[src/rtl/jbd_pkg.sv]
// Package for the joint bilateral denoiser: constants, item layouts, divider
// request/response types and the exponential weight table built at elaboration.
// No dependencies.
package jbd_pkg;

	localparam int MAX_WIDTH_DEF  = 512;
	localparam int MAX_HEIGHT_DEF = 512;
	localparam int RADIUS_DEF     = 8;

	localparam int EXP_TABLE_SIZE = 256;
	localparam int EXP_IW         = $clog2(EXP_TABLE_SIZE);
	localparam logic [63:0] E_INV_Q32 = 64'd1580030169;

	localparam logic [15:0] LUM_R = 16'd13932;
	localparam logic [15:0] LUM_G = 16'd46872;
	localparam logic [15:0] LUM_B = 16'd4732;
	localparam logic [2:0][15:0] LUM_COEF = {LUM_B, LUM_G, LUM_R};

	localparam int DIV_W  = 33;
	localparam int QUO_W  = 24;
	localparam int STEP_W = 5;
	localparam logic [STEP_W-1:0] STEPS_TONE = 5'd24;
	localparam logic [STEP_W-1:0] STEPS_AVG  = 5'd24;
	localparam logic [STEP_W-1:0] STEPS_INV  = 5'd16;

	typedef enum logic [2:0] {
		CFG_FRAME_WIDTH  = 3'd0,
		CFG_FRAME_HEIGHT = 3'd1,
		CFG_SPATIAL      = 3'd2,
		CFG_ALBEDO       = 3'd3,
		CFG_NORMAL       = 3'd4
	} cfg_index_t;

	typedef enum logic {
		OP_WRITE   = 1'b0,
		OP_COMPUTE = 1'b1
	} op_t;

	typedef struct packed {
		logic [2:0][15:0] color;
		logic [2:0][11:0] albedo;
		logic [2:0][15:0] normal;
	} pixel_t;

	typedef struct packed {
		logic                       start;
		logic [STEP_W-1:0]          steps;
		logic [DIV_W-1:0]           divisor;
		logic [2:0][DIV_W-1:0]      rem_init;
		logic [2:0][QUO_W-1:0]      low_init;
	} div_req_t;

	typedef struct packed {
		logic                  done;
		logic [2:0][QUO_W-1:0] quot;
	} div_rsp_t;

	typedef logic [16:0] exp_tab_t [EXP_TABLE_SIZE];

	// exp(-16*i/EXP_TABLE_SIZE) in Q16, Taylor series on the fraction in Q32
	function automatic logic [16:0] exp_entry(int unsigned i);
		logic [63:0]        x;
		logic [63:0]        whole;
		logic [63:0]        frac;
		logic [63:0]        term;
		logic [63:0]        r;
		logic [127:0]       prod;
		logic signed [63:0] sum;
		x     = (64'(i) << 36) / 64'(EXP_TABLE_SIZE);
		whole = x >> 32;
		frac  = {32'd0, x[31:0]};
		term  = 64'h1_0000_0000;
		sum   = 64'sh1_0000_0000;
		for (int k = 1; k <= 20; k++) begin
			prod = 128'(term) * 128'(frac);
			term = prod[95:32] / 64'(k);
			if (k % 2 == 1)
				sum = sum - $signed(term);
			else
				sum = sum + $signed(term);
		end
		r = sum;
		for (int j = 0; j < 16; j++) begin
			if (64'(j) < whole) begin
				prod = 128'(r) * 128'(E_INV_Q32);
				r    = prod[95:32];
			end
		end
		r = r + 64'h8000;
		return r[32:16];
	endfunction

	function automatic exp_tab_t build_exp_table();
		exp_tab_t t;
		for (int i = 0; i < EXP_TABLE_SIZE; i++)
			t[i] = exp_entry(i);
		return t;
	endfunction

	localparam exp_tab_t EXP_TABLE = build_exp_table();

	// weight for a Q16 exponent argument; zero at or above 16.0
	function automatic logic [16:0] exp_weight(logic [49:0] u);
		logic [32:0] p;
		p = 33'(u[19:0]) * 33'(EXP_TABLE_SIZE);
		if (u[49:20] != '0)
			return 17'd0;
		return EXP_TABLE[p[20 +: EXP_IW]];
	endfunction

endpackage

[src/rtl/jbd_div3.sv]
// Shared restoring divider, one quotient bit per cycle on three lanes that
// share a divisor. Caller supplies the upper remainder and low numerator bits.
// Uses jbd_pkg.
module jbd_div3 (
	input  logic              clk,
	input  logic              arst_n,
	input  jbd_pkg::div_req_t req,
	output jbd_pkg::div_rsp_t rsp
);
	import jbd_pkg::*;

	logic                  busy_q;
	logic                  done_q;
	logic [STEP_W-1:0]     cnt_q;
	logic [DIV_W-1:0]      div_q;
	logic [2:0][DIV_W-1:0] rem_q;
	logic [2:0][QUO_W-1:0] low_q;
	logic [2:0][DIV_W:0]   r2;
	logic [2:0]            qb;

	always_comb begin
		for (int l = 0; l < 3; l++) begin
			r2[l] = {rem_q[l], low_q[l][QUO_W-1]};
			qb[l] = r2[l] >= {1'b0, div_q};
		end
	end

	always_ff @(posedge clk or negedge arst_n) begin
		if (!arst_n) begin
			busy_q <= 1'b0;
			done_q <= 1'b0;
			cnt_q  <= '0;
		end else if (req.start) begin
			busy_q <= 1'b1;
			done_q <= 1'b0;
			cnt_q  <= req.steps;
		end else if (busy_q) begin
			cnt_q <= cnt_q - 1'b1;
			if (cnt_q == STEP_W'(1)) begin
				busy_q <= 1'b0;
				done_q <= 1'b1;
			end
		end else begin
			done_q <= 1'b0;
		end
	end

	always_ff @(posedge clk) begin
		if (req.start) begin
			div_q <= req.divisor;
			rem_q <= req.rem_init;
			low_q <= req.low_init;
		end else if (busy_q) begin
			for (int l = 0; l < 3; l++) begin
				rem_q[l] <= qb[l] ? DIV_W'(r2[l] - {1'b0, div_q}) : r2[l][DIV_W-1:0];
				low_q[l] <= {low_q[l][QUO_W-2:0], qb[l]};
			end
		end
	end

	assign rsp.done = done_q;
	assign rsp.quot = low_q;

endmodule

[config.mk]
export PLATFORM = sky130hd
export DESIGN_NAME = jbd_div3
export DESIGN_NICKNAME = d
export VERILOG_FILES = /design/src/rtl/jbd_pkg.sv /design/src/rtl/jbd_div3.sv
export SDC_FILE = /design/constraint.sdc
export NUM_CORES = 1
export LEC_CHECK = 0
export ABC_CLOCK_PERIOD_IN_PS = 5400
export BUFFER_PORTS_ARGS = -buffer_cell sky130_fd_sc_hd__buf_2
export CAP_MARGIN = 20
export CELL_PAD_IN_SITES_DETAIL_PLACEMENT = 0
export CELL_PAD_IN_SITES_GLOBAL_PLACEMENT = 1
export CORE_ASPECT_RATIO = 0.75
export CORE_MARGIN = 4
export CORE_UTILIZATION = 45
export DETAILED_ROUTE_END_ITERATION = 8
export PLACE_DENSITY = 0.83
export SLEW_MARGIN = 20
export SYNTH_ARGS = -nofsm -noshare
export SYNTH_HDL_FRONTEND = slang
export SYNTH_SLANG_ARGS = --single-unit
[constraint.sdc]
create_clock -name clk -period 5.4 [get_ports clk]
set_input_delay 0.27 -clock clk [delete_from_list [all_inputs] [get_ports clk]]
set_output_delay 0.27 -clock clk [all_outputs]
set_load 0.01 [all_outputs]
-- Word-level counts from Yosys, hierarchy flattened
Cells that the tools add are included.
- register bits after elaboration: 211
- output and inout port bits: 73
- equal/unequal tests: 2
- multiplexer cells: 15
- add/subtract/negate cells: 4
- reduce and logical (&&, ||, !) cells: 1
- magnitude comparators: 3
- operators by type and width (cell ; number):
    two-way mux 99 bit ; 2
    two-way mux 72 bit ; 2
    >= comparator 34 x 33 -> 1 bit ; 3
    two-way mux 33 bit ; 3
    subtractor 33 bit ; 3
    two-way mux 5 bit ; 2
    two-way mux 1 bit ; 6
    equality test 5 x 1 -> 1 bit, second input constant ; 1
    subtractor 5 x 1 -> 5 bit, second input constant ; 1
    inequality test 3 x 2 -> 1 bit, second input constant ; 1
    nonzero test 2 bit ; 1

-- Longest topological paths before layout
Gate-level depths: netlist of the first run.
- depth after elaboration: 4
- depth in mapped cells: 15

-- Worst setup path before layout of the first run
Ideal clock, no wire load.
- kind: input -> register
- start point: input port req[209] in the netlist's numbering
- end point: register rem_q, in the netlist r2[100], enable pin
- path slack: 1.715 ns
- data arrival time: 3.226 ns
- stages: 4
- data required time: 4.941 ns
- setup time: 0.459 ns
- path buffers: 3
- cells stage by stage: clkbuf_1 clkbuf_1 clkbuf_1 or2_2
- cells in the longest elaborated chain, start to end: 1
- RTL lines (item ; RTL line ; RTL):
    from (decl) ; jbd_div3.sv:7 ; input jbd_pkg::div_req_t req,
    nonzero test 2 bit (no source line) ; - ;
    to (signal assigned) ; jbd_div3.sv:51 ; rem_q <= req.rem_init;
    to (signal, indexed assignment) ; jbd_div3.sv:55 ; rem_q[l] <= qb[l] ? DIV_W'(r2[l] - {1'b0, div_q}) : r2[l][DIV_W-1:0];
    to (decl) ; jbd_div3.sv:16 ; logic [2:0][DIV_W-1:0] rem_q;
No other way between the ends.
A chain may end at the register's enable or synchronous reset.

-- Worst setup path after layout of the first run
- start point: register div_q[0]
- end point: register rem_q, in the netlist r2[41], data pin
- cells in the longest elaborated chain, start to end: 4
- elaborated cells between the ends (all ways): 5
- those cells by class: add/sub (1); order compare (1); mux (3)
- RTL lines (item ; RTL line ; RTL):
    from (decl) ; jbd_div3.sv:15 ; logic [DIV_W-1:0] div_q;
    from (signal assigned) ; jbd_div3.sv:50 ; div_q <= req.divisor;
    subtractor 33 bit or >= comparator 34 x 33 -> 1 bit (tied branches) ; jbd_div3.sv:55, jbd_div3.sv:24 ;
    two-way mux 33 bit (*) ; jbd_div3.sv:55 ;
    two-way mux 99 bit (*) ; jbd_div3.sv:53 ; end else if (busy_q) begin
    two-way mux 99 bit (*) ; jbd_div3.sv:49 ; if (req.start) begin
Mark *: on every way between the ends. The rest lies on a longest branch, timed or not. The select of a mux whose other input is x is not followed.

==> impl_metrics.yaml, run 1 <==
status:
  status: "finished, final reports clean"
worst_setup_path:
  worst_setup_path_end_kind: "flip-flop"
  cp.arrival_ps: 4200
  cp-start-kind: "flip-flop"
  path_max_fanout: 37
  worstSetupPathType: "reg2reg"
  crit_required_ps: 5700
floorplan:
  ios: 285
  die-area_um2: 37100
  num_rows: 58
  dieWidth_um: 221
  die_h_um: 168
  initial_core_util_pct: 45.6
  core_area_um2: 33500
clock_tree:
  cts_buffers: 24
  post_cts_buffers: 0
  clock_latency_ps: 550
  cts_root_buf: "clkbuf_16"
  clock-sinks: 211
  clkTransAtPathRegs_ps: 60
  cts_tree: "built"
  htreeDepth: 1
  cts_resized: 0
  ctsLongestPathBuffers: 3
logic_synthesis:
  yosys-top-cells-area: "edfxtp_1 (40%), ha_1 (8.3%), mux2_2 (6.1%), a21oi_1 (3.4%), nand2_1 (3.4%)"
  synthFlopType: "edfxtp_1"
  synth.distinct_cells: 85
  synth_edf_count: 204
  ys_seq_area_share_pct: 41.2
  yosys_register_bits: 211
  synth_top_family_by_area: "compound AO/OA/AOI/OAI gates"
  synth-simple-area-share_pct: 14.4
  synth.top_cell.area_share_pct: 40.0
  synth_xor_area_share_pct: 4.41
  ys_warn_count: 0
  synthMuxAreaShare_pct: 7.74
  yosys.area.top_type: "edfxtp_1"
  synth.cell_area_um2: 15300
  synthAdderAreaFrac_pct: 8.65
  syn-num-nets: 1864
  synth_compound_area_share_pct: 19.4
  synth.avg_cell_area_um2: 9.89
  synth-async-reset-ratio_pct: 3.32
  syn_inst: 1548
sta:
  layout_worst_path_cycle_share_pct: 72.2
  finalHoldViolations: 0
  drv_slew: 0
  tns_ps: 0
  maxSlewHeadroom_pct: 32.5
  worst_pin_slew_ps: 1010
  rsz0062_at_grt: "false"
  finalClockSkew_ps: 16.8
  final.setup.worst_slack_ps: 1500
  setup_viol: 0
  min_period_ps: 3900
  holdWs_ps: 16.5
  max_freq_mhz: 257
global_route:
  antenna_found_initial: 2
  grt_usage_pct: 25.1
  grt_max_degree: 160
  overflow: 0
  grt_pass1_wl_um: 74600
  grt_pass1_vias: 13037
layout:
  final_cell_count_no_fill: 2309
  postLayoutCellArea_um2: 18400
  final_common_cell: "buf_2"
  drive_gt1_share_pct: 23.6
  areaGrowthSynthToFinish_pct: 20.4
  nets: 2158
  finish.utilization_pct: 55.0
  layout_common_cells: "buf_2 (283), edfxtp_1 (204), nand2_1 (137)"
hold_path:
  min_path_type: "in2reg"
detailed_routing:
  ant_nets: 0
  post_drt_wl_per_cell_um: 21.2
  vias: 13632
  routed_wl_um: 48800
  drt_drc_violations_left: 0
  drtIter0Drc: 1239
  vias_per_cell: 5.90
  firstDrtPassIters: 6
placement:
  place_ws_ps: 1580
  place.gp.congestion: 0.949
  port_buffers: 284
  detailed_place_hpwl_um: 36100
  placedInstanceArea_um2: 17000
  dp.cells: 2202
pwr:
  finalPower_mw: 10.3
  p_per_area_nw_per_um2: 561
  cellLeakagePower_nw: 7.78
  vdd_ir_drop_max_mv: 0.320
job:
  maxCapViolCount: 0
-- timing repair --
item	4_1_cts	5_1_grt
endpoints found under the setup margin	0	0
endpoints found under the hold margin	70	0
hold buffers	64	0
-- critical path, cell delays in order (launching register included) --
cell and delay (ps):
edfxtp_1 530, ha_1 230, inv_1 50, fa_1 410
a211oi_1 230, o21ai_0 200, nand4b_1 160, a311o_1 210
o211a_2 750, buf_4 400, o21ai_0 160, mux2_2 280
-- registers in the layout (all words and copies together) (netlist names) --
| name | count |
|---|---|
| done_q | 1 |
| cnt_q | 5 |
| rsp | 72 |
| r2 | 99 |
| div_q | 33 |
| busy_q | 1 |
-- cells by family (layout without fill, tap and decap cells) --
kind of cell	Yosys count	after routing
simple gates	451	451
compound gates	442	442
flops	211	211
buf+inv	155	464
mux	108	108
fa+ha+maj	104	104
xor+xnor	77	77
other cells	0	2
-- cell usage after synthesis (38+ instances only) --
master,number
edfxtp_1,204
nand2_1,137
a21oi_1,105
ha_1,101
o21ai_0,93
nor2_1,91
mux2_2,83
inv_1,66
nand3_1,55
clkbuf_1,52
xnor2_1,45
a21o_1,38
a31oi_1,38
-- worst paths after layout --
kind | startpoint | slack (ps) | endpoint | cells past startpoint
max | div_q[0] | 1500 | r2[41] | 11
min | req[42] | 20 | rsp[42] | 2
max reg2reg | div_q[0] | 1500 | r2[41] | 11
min reg2reg | rsp[49] | 570 | rsp[50] | 1
max in group asynchronous | arst_n | 5140 | cnt_q[2] | 2
min in group asynchronous | arst_n | 100 | cnt_q[0] | 2
-- routing by layer --
layer,GRT usage (%),share of wire [%],up-vias
li1,-,-,6473
met1,36.9,45,6588
met2,38.8,45,498
met3,4.59,7.3,73
met4,5.42,2.4,0
met5,0,0,-
-- final cells by class --
class,count,area [um^2]
diodes,2,5.00
clock buffers,28,616
clock inverters,13,186
fillers,3049,15100
inverters,67,254
multi-input cells,1182,8360
flip-flops and latches,211,6300
well taps,450,563
repair buffers,356,2140
-- where the power goes --
| part | switching [mW] | leakage, nW | total [mW] | internal (mW) |
|---|---|---|---|---|
| registers | 0.352 | 2.21 | 2.83 | 2.48 |
| logic | 3.41 | 5.19 | 5.80 | 2.39 |
| clock network | 0.699 | 0.384 | 1.71 | 1.01 |
Power figures use the tool's default switching activity.
==> run 2: changes to the inputs <==
- ABC_CLOCK_PERIOD_IN_PS: 5400 -> 3300
- CORE_UTILIZATION: 45 -> 40
- PLACE_DENSITY: 0.83 -> 0.78
- clock period: 5.4 -> 3.3 ns (I/O delays scaled with it)
==> impl_metrics.yaml, run 2 (same netlist as run 1, synthesis figures left out) <==
global_route:
  use_met1_pct: 36.8
  grt_max_degree: 113
  grt_use_met2_pct: 39.0
  top_usage_layer: "met2"
  overflow: 0
  grt_pass1_vias: 14132
  grt_pass1_wl_um: 81600
  grt_use_met3_pct: 4.78
  grt_usage_pct: 25.3
  antenna_found_initial: 3
layout:
  drive_gt1_share_pct: 28.3
  largest_reg_flops: 99
  final_common_cell: "buf_2"
  layout_common_cells: "buf_2 (283), edfxtp_1 (204), dlygate4sd3_1 (201)"
  fillCellCount: 3294
  areaGrowthSynthToFinish_pct: 38.3
  nets: 2415
detailed_routing:
  vias: 14652
  routed_wl_um: 55500
  vias_per_cell: 5.58
  firstDrtPassIters: 5
  post_drt_wl_per_cell_um: 21.1
  drtIter0Drc: 1289
  drt_drc_violations_left: 0
  ant_nets: 0
clock_tree:
  ctsLongestPathBuffers: 3
  htreeDepth: 1
  clock-sinks: 211
  cts_root_buf: "clkbuf_16"
  clock_latency_ps: 570
  cts_tree: "built"
  cts_buffers: 25
  clkTransAtPathRegs_ps: 60
worst_setup_path:
  path_common_cell: "buf_4"
  worst_setup_path_end_kind: "flip-flop"
  path_max_fanout: 11
  cp-start-kind: "flip-flop"
  crit_required_ps: 3600
  worstSetupPathType: "reg2reg"
  timing.critical_path.cells: "clkinvlp_4, buf_4, ha_4, o21ai_0, o211ai_1, a21boi_1, o2bb2ai_2, nor3_2, o31a_2, buf_12, buf_4, and3_1, a221o_1"
  r2r-start: "div_q[17]"
  cp.arrival_ps: 3490
  crit_start: "div_q[17]"
  slowest_stage: "o31a_2"
  slowest_delay_ps: 420
sta:
  layout_worst_path_cycle_share_pct: 96.8
  finalHoldViolations: 0
  finalClockSkew_ps: 19.7
  tns_ps: 0
  drv_slew: 0
  setup_viol: 0
  worst_pin_slew_ps: 661
  min_period_ps: 3200
  max_freq_mhz: 313
  maxSlewHeadroom_pct: 55.9
hold_path:
  min_path_type: "in2reg"
  min_from: "req[133]"
pwr:
  vdd_ir_drop_max_mv: 0.405
  p_seq_share_pct: 24.7
  power.switching_mw: 7.92
  intPower_mw: 10.8
  finalPower_mw: 18.7
  cellLeakagePower_nw: 8.96
  swShare_pct: 42.4
  pwr-share-clk_pct: 14.5
  combinationalPowerShare_pct: 60.8
  p_per_area_nw_per_um2: 882
floorplan:
  ios: 285
  initial_core_util_pct: 40.9
  core_area_um2: 37400
  die-area_um2: 41500
  dieWidth_um: 234
  die_h_um: 177
  num_rows: 61
placement:
  port_buffers: 284
  detailed_place_hpwl_um: 40200
  place.gp.congestion: 0.977
job:
  maxCapViolCount: 0
status:
  status: "finished, final reports clean"
==> run 2: cell types whose count changed in the layout (fill, tap and decap cells not counted), sizes merged <==
cell         delta
buf           +115
clkbuf          +9
dlygate4sd3   +137
bufinv          -3
clkinvlp        +8
inv             -5
diode           +1
==> run 2: layer usage <==
layer	part of all wire (%)	routed length, um
met4	2.4	1350
met3	7.9	4410
met2	45	25000
met5	0.023	13
met1	45	24700
==> run 2: worst max-delay path: cells and delay by family, from the launching register on <==
| kind | cells | cell delay (ps) |
|---|---|---|
| DFF | 1 | 380 |
| adders and majority gates | 1 | 280 |
| and+or+nand+nor | 2 | 220 |
| AOI/OAI and AO/OA | 6 | 1310 |
| buffers and inverters | 4 | 730 |
==> run 2: through the flow <==
step	cells	worst slack (ps)	utilization, %	instance area (um^2)	hold WS [ps]
after floorplan	1548	412	-	15300	-131
after global placement	2343	14.3	47.6	17800	7.66
after detailed placement	2343	-31.7	47.6	17800	9.43
after CTS	2590	14.5	55.1	20600	8.12
after global routing	2623	-19.8	56.6	21200	24.7
final	2625	105	56.6	21200	28.4
==> run 2: cell type report <==
cell class	instances	area [um^2]	share of cell area [%]
repair buffers	612	4620	21.8
clock inverters	13	115	0.544
well taps	504	631	2.98
clock buffers	33	656	3.10
flip-flops and latches	211	6300	29.8
diodes	3	7.51	0.0355
multi-input cells	1182	8560	40.4
inverters	67	277	1.31
==> run 2: path summary, 6_finish.rpt <==
path                       slack (ps)       end  cells past startpoint
max in group asynchronous        2490  cnt_q[1]                      3
setup reg to reg                  100    r2[94]                     13
hold / removal                     30    r2[63]                      4
setup / recovery                  100    r2[94]                     13
hold reg to reg                   580   rsp[26]                      1
min in group asynchronous         560  cnt_q[3]                      3
==> run 2: power groups by stage <==
| stage | Clock [mW] | Combinational [mW] | Sequential, mW |
|---|---|---|---|
| 2_1_floorplan | 0 | 7.15 | 4.48 |
| 3_3_place_gp | 0 | 10.1 | 4.61 |
| 3_5_place_dp | 0 | 10.2 | 4.62 |
| 4_1_cts | 2.74 | 10.5 | 4.58 |
| 5_1_grt | 2.86 | 12.4 | 4.70 |
| 6_report | 2.71 | 11.3 | 4.62 |
==> run 2: what timing repair did <==
item / 4_1_cts / 5_1_grt
setup endpoints to repair: 2 / 64
hold buffers: 200 / 1
pin swaps: 1 / 13
gates resized for setup: 1 / 55
endpoints found under the hold margin: 205 / 1
gates cloned: 0 / 4
buffers inserted: 1 / 27
